`src/rtl/core/blp_ram.sv`:
```
`timescale 1ns / 1ps
// generic simple dual port ram with registered read
module blp_ram #(
  parameter int WIDTH = 8,
  parameter int DEPTH = 16
) (
  input  logic                     clk,
  input  logic                     we,
  input  logic [$clog2(DEPTH)-1:0] wr_addr,
  input  logic [WIDTH-1:0]         wr_data,
  input  logic                     rd_en,
  input  logic [$clog2(DEPTH)-1:0] rd_addr,
  output logic [WIDTH-1:0]         rd_data
);

  logic [WIDTH-1:0] mem_r [DEPTH];
  logic [WIDTH-1:0] rd_data_r;

  always_ff @(posedge clk) begin
    if (we) begin
      mem_r[wr_addr] <= wr_data;
    end
    if (rd_en) begin
      rd_data_r <= mem_r[rd_addr];
    end
  end

  assign rd_data = rd_data_r;

endmodule

```
`config.mk`:
```
export PLATFORM = sky130hd
export DESIGN_NAME = blp_ram
export DESIGN_NICKNAME = d
export VERILOG_FILES = /design/src/rtl/core/blp_ram.sv
export SDC_FILE = /design/constraint.sdc
export NUM_CORES = 1
export LEC_CHECK = 0
export BUFFER_PORTS_ARGS = -buffer_cell sky130_fd_sc_hd__buf_2
export CORE_ASPECT_RATIO = 0.7
export CORE_MARGIN = 8
export CORE_UTILIZATION = 45
export CTS_CLUSTER_DIAMETER = 120
export DETAILED_ROUTE_END_ITERATION = 12
export PLACE_DENSITY = 0.69
export SLEW_MARGIN = 20
export SYNTH_ARGS = -nofsm -noshare
export SYNTH_HDL_FRONTEND = slang
export SYNTH_SLANG_ARGS = --single-unit
export TNS_END_PERCENT = 30
```
`constraint.sdc`:
```
create_clock -name clk -period 1.67 [get_ports clk]
set_input_delay 0.2505 -clock clk [delete_from_list [all_inputs] [get_ports clk]]
set_output_delay 0.2505 -clock clk [all_outputs]
set_load 0.02 [all_outputs]
```
* Word level (Yosys, flattened, before mapping)
Memories as Yosys holds them, arrays and structs flattened. A register that Yosys moved wholly into a read port is not among the register bits.
Index checks and enable logic that the tools add are counted.
** Storage, ports and cells
- Bits in registers :: 0
- Input bits :: 19
- Bits in latches :: 0
- Output and inout port bits :: 8
- Memories :: 1
- Memory bits (writable) :: 128
- Memory bits (read-only) :: 0
** Cells by class
- Mux-type cells :: 2
- Bitwise gates (word level) :: 0
- Add/sub/neg operators :: 0
- Equality and inequality tests :: 0
- Multiply operators :: 0
- $lt $le $gt $ge :: 0
- Divide/modulo/power cells :: 0
- Shifts and indexed selects :: 0
- Reduce and logical (&&, ||, !) cells :: 0
** Memory list
- mem_r :: words 16, width 8, rd ports 1, clocked after Yosys merged registers in 1, wr ports 1, RTL line 16 : logic [WIDTH-1:0] mem_r [DEPTH];
** Operator list (count)
- two-way mux 1 bit :: 2

* Depth between registers and ports, before layout
- Depth in word-level cells :: 2
- Gate-level depth with buffers :: 5
- Mapped depth without buffers :: 3

* Worst setup path after synthesis
Ideal clock, no wire load.
- Kind :: input port to flip-flop
- From :: input wr_addr[2]
- To :: memory mem_r[0][0] (enable)
- Library setup time :: 0.383 ns
- Arrival :: 1.360 ns
- Slack :: -0.073 ns
- Buffers on the path :: 0
- Stages :: 2
- Data required time :: 1.287 ns
- Cells stage by stage :: or3b_2 > nor3_1
** RTL lines
- start, declared :: RTL line 9 : input logic [$clog2(DEPTH)-1:0] wr_addr,
- end, declared :: RTL line 16
No word-level cell before the write port.

==> impl_metrics.env <==
export IMPL_tightest_slew_ns=0.850
export IMPL_clk_latency_ns=0.41
export IMPL_routedWlPerCell_um=23.4
export IMPL_synth_area_leaders="edfxtp_1 (78%), mux4_2 (7.8%), mux4_1 (7.0%)"
export IMPL_synth_top_area_frac=0.781
export IMPL_wl_met3_mm=1.31
export IMPL_finalSetupViolations=0
export IMPL_reg2reg_from="mem_r[10][0]"
export IMPL_ff2ff_path_depth=3
export IMPL_cts_buffers=17
export IMPL_drv_cap=0
export IMPL_clock_skew_ns=0.00683
export IMPL_r2r_setup_slack_ns=0.18
export IMPL_remaining_drc_errors=0
export IMPL_wl_met2_mm=4.80
export IMPL_crit_path_end_kind="flip-flop"
export IMPL_slew_viol_final=0
export IMPL_wl_met1_mm=4.52
export IMPL_row_count=33
export IMPL_post_place_cells=424
export IMPL_grt_use_total=0.153
export IMPL_ctsHoldBuffers=0
export IMPL_fin_crit_ns=1.49
export IMPL_vias=2482
export IMPL_drtIter0Drc=241
export IMPL_dr_pass1_iters=6
export IMPL_drtAntennaViolNets=0
export IMPL_grt_pass1_wl_mm=16.4
export IMPL_critPathMaxFanout=1
export IMPL_ir_drop_v=0.000788
export IMPL_yosys_area_top_type="edfxtp_1"
export IMPL_die_height_um=106
export IMPL_yosysSeqAreaShare=0.781
export IMPL_core_area_um2=11500
export IMPL_cts_max_level=4
export IMPL_hpwlAfterDp_mm=7.04
export IMPL_synth_seq_cells=136
export IMPL_crit_end="rd_data[0]"
export IMPL_hold_class="in -> reg"
export IMPL_fin_cells=456
export IMPL_finalSetupTns_ns=0
export IMPL_drive_gt1_frac=0.321
export IMPL_cts_setup_buffers=0
export IMPL_n_antenna_cell=0
export IMPL_cp_data_required_time_ns=1.82
export IMPL_p_leak_nw=2.17
export IMPL_nets=305
export IMPL_timing_rr_end="rd_data[0]"
export IMPL_whs_ns=0.227
export IMPL_die_area_um2=15400
export IMPL_gr_total_overflow=0
export IMPL_rsz0062_at_grt="no"
export IMPL_io_pins=27
export IMPL_synth_area_per_cell_um2=22.8
export IMPL_finalCritPeriodShare=0.891
export IMPL_synth_area_um2=5230
export IMPL_pwr_density_cell_nw_per_um2=1340
export IMPL_routed_wl_mm=10.7
export IMPL_worstPathArrival_ns=1.64
export IMPL_routabilityCongestion=0.783
export IMPL_io_buffers=26
export IMPL_slew_headroom=0.432
export IMPL_yosysWarnings=0
export IMPL_cp_start_kind="flip-flop"
export IMPL_top_layer="met4"
export IMPL_ys_types=18
export IMPL_area_growth_syn_to_layout_pct=21.8
export IMPL_status="finished clean"
export IMPL_total_power_mw=8.53
export IMPL_grt_pass1_vias=2742
export IMPL_fp_dieW_um=145
export IMPL_worstSetupPathType="reg -> reg"
export IMPL_seqCellArea_um2=4080
export IMPL_multiInputGateArea_um2=1060
export IMPL_fmax_ghz=0.672
export IMPL_cts_sinks=136
export IMPL_worstSetupStartpoint="mem_r[10][0]"
export IMPL_syn_inst=229
export IMPL_vias_per_cell=5.44
export IMPL_ctsRootBufferMaster="clkbuf_16"
export IMPL_initial_core_util=0.454
export IMPL_antenna_found_initial=0
export IMPL_fillCellCount=855
export IMPL_clk_pin_slew_ns=0.06
export IMPL_cts_resized=0
export IMPL_grt_start_max_net_pins=19
export IMPL_cts_tree="done"
export IMPL_finalHoldViolCount=0
export IMPL_syn_num_nets=248
export IMPL_clockBufferDepth=2
export IMPL_finish_utilization=0.553
-- synthesized netlist by cell type --
cell type / number
nor3_1: 4
mux4_2: 18
clkdlybuf4s25_2: 3
nand3b_1: 2
nand3_1: 1
and2b_1: 1
nor2_1: 13
edfxtp_1: 136
buf_2: 3
or3b_2: 1
nor2b_1: 1
nand2b_1: 2
buf_4: 1
buf_6: 3
mux4_1: 14
a22oi_1: 16
nand2_1: 9
and2_1: 1
-- per-stage QoR --
| stage | worst slack [ns] | area (µm²) |
|---|---|---|
| after global routing | 0.127 | 6370 |
| after CTS | 0.175 | 6370 |
| after floorplan | 0.137 | 5230 |
| after global placement | -0.102 | 5690 |
| after detailed placement | -0.110 | 5690 |
| final | 0.182 | 6370 |
-- cell families after synthesis --
kind of cell           after synthesis  synth area share
DFF                                136             0.781
muxes                               32             0.148
and+or+nand+nor                     35            0.0314
AOI/OAI and AO/OA                   16            0.0230
buffers and inverters               10            0.0165
-- critical path: stages, from the launching register on --
cell and delay [ns]:
edfxtp_1 0.37, mux4_2 0.47, a22oi_1 0.27, nand2_1 0.11
-- layout make-up --
cell class | count | area share
Clock inverter | 15 | 0.0401
Multi-Input combinational cell | 83 | 0.167
Timing Repair Buffer | 48 | 0.0542
Clock buffer | 17 | 0.0668
Sequential cell | 136 | 0.641
Tap cell | 157 | 0.0308
-- sequential cells by signal, summed over array words and instances (netlist names) --
name     flops
mem_r      128
rd_data      8
-- routing by layer --
metal  up-vias  global-route usage
li1       1101                   -
met1      1268               0.216
met2       106               0.212
met3         7              0.0591
met4         0              0.0533
met5         -                   0
-- how the worst min path moves through the flow --
stage | end | startpoint | slack, ns | cells past startpoint
2_1_floorplan | mem_r[0][0] | wr_data[0] | 0.35 | 0
3_3_place_gp | rd_data[1] | rd_en | 0.63 | 1
3_5_place_dp | rd_data[2] | rd_en | 0.63 | 1
4_1_cts | rd_data[0] | rd_en | 0.20 | 1
5_1_grt | rd_data[1] | rd_en | 0.20 | 1
6_report | rd_data[2] | rd_en | 0.23 | 1
-- cells in the final DEF (no fill, tap or decap), drive strengths merged, types with 2 or more instances in the layout --
| cell | Yosys | layout |
|---|---|---|
| a22oi | 16 | 16 |
| nand2b | 2 | 2 |
| clkinv | 0 | 7 |
| nor2 | 13 | 13 |
| clkbuf | 0 | 17 |
| buf | 7 | 48 |
| edfxtp | 136 | 136 |
| nand2 | 9 | 9 |
| mux4 | 32 | 32 |
| nand3b | 2 | 2 |
| bufinv | 0 | 7 |
| nor3 | 4 | 4 |
-- power by group --
group	internal (mW)	switching, mW	total [mW]
sequential	3.85	0.0246	3.87
clock	2.93	1.34	4.27
combinational	0.161	0.223	0.384
total	6.94	1.59	8.53
No activity file was read; power rests on OpenSTA's default activity.
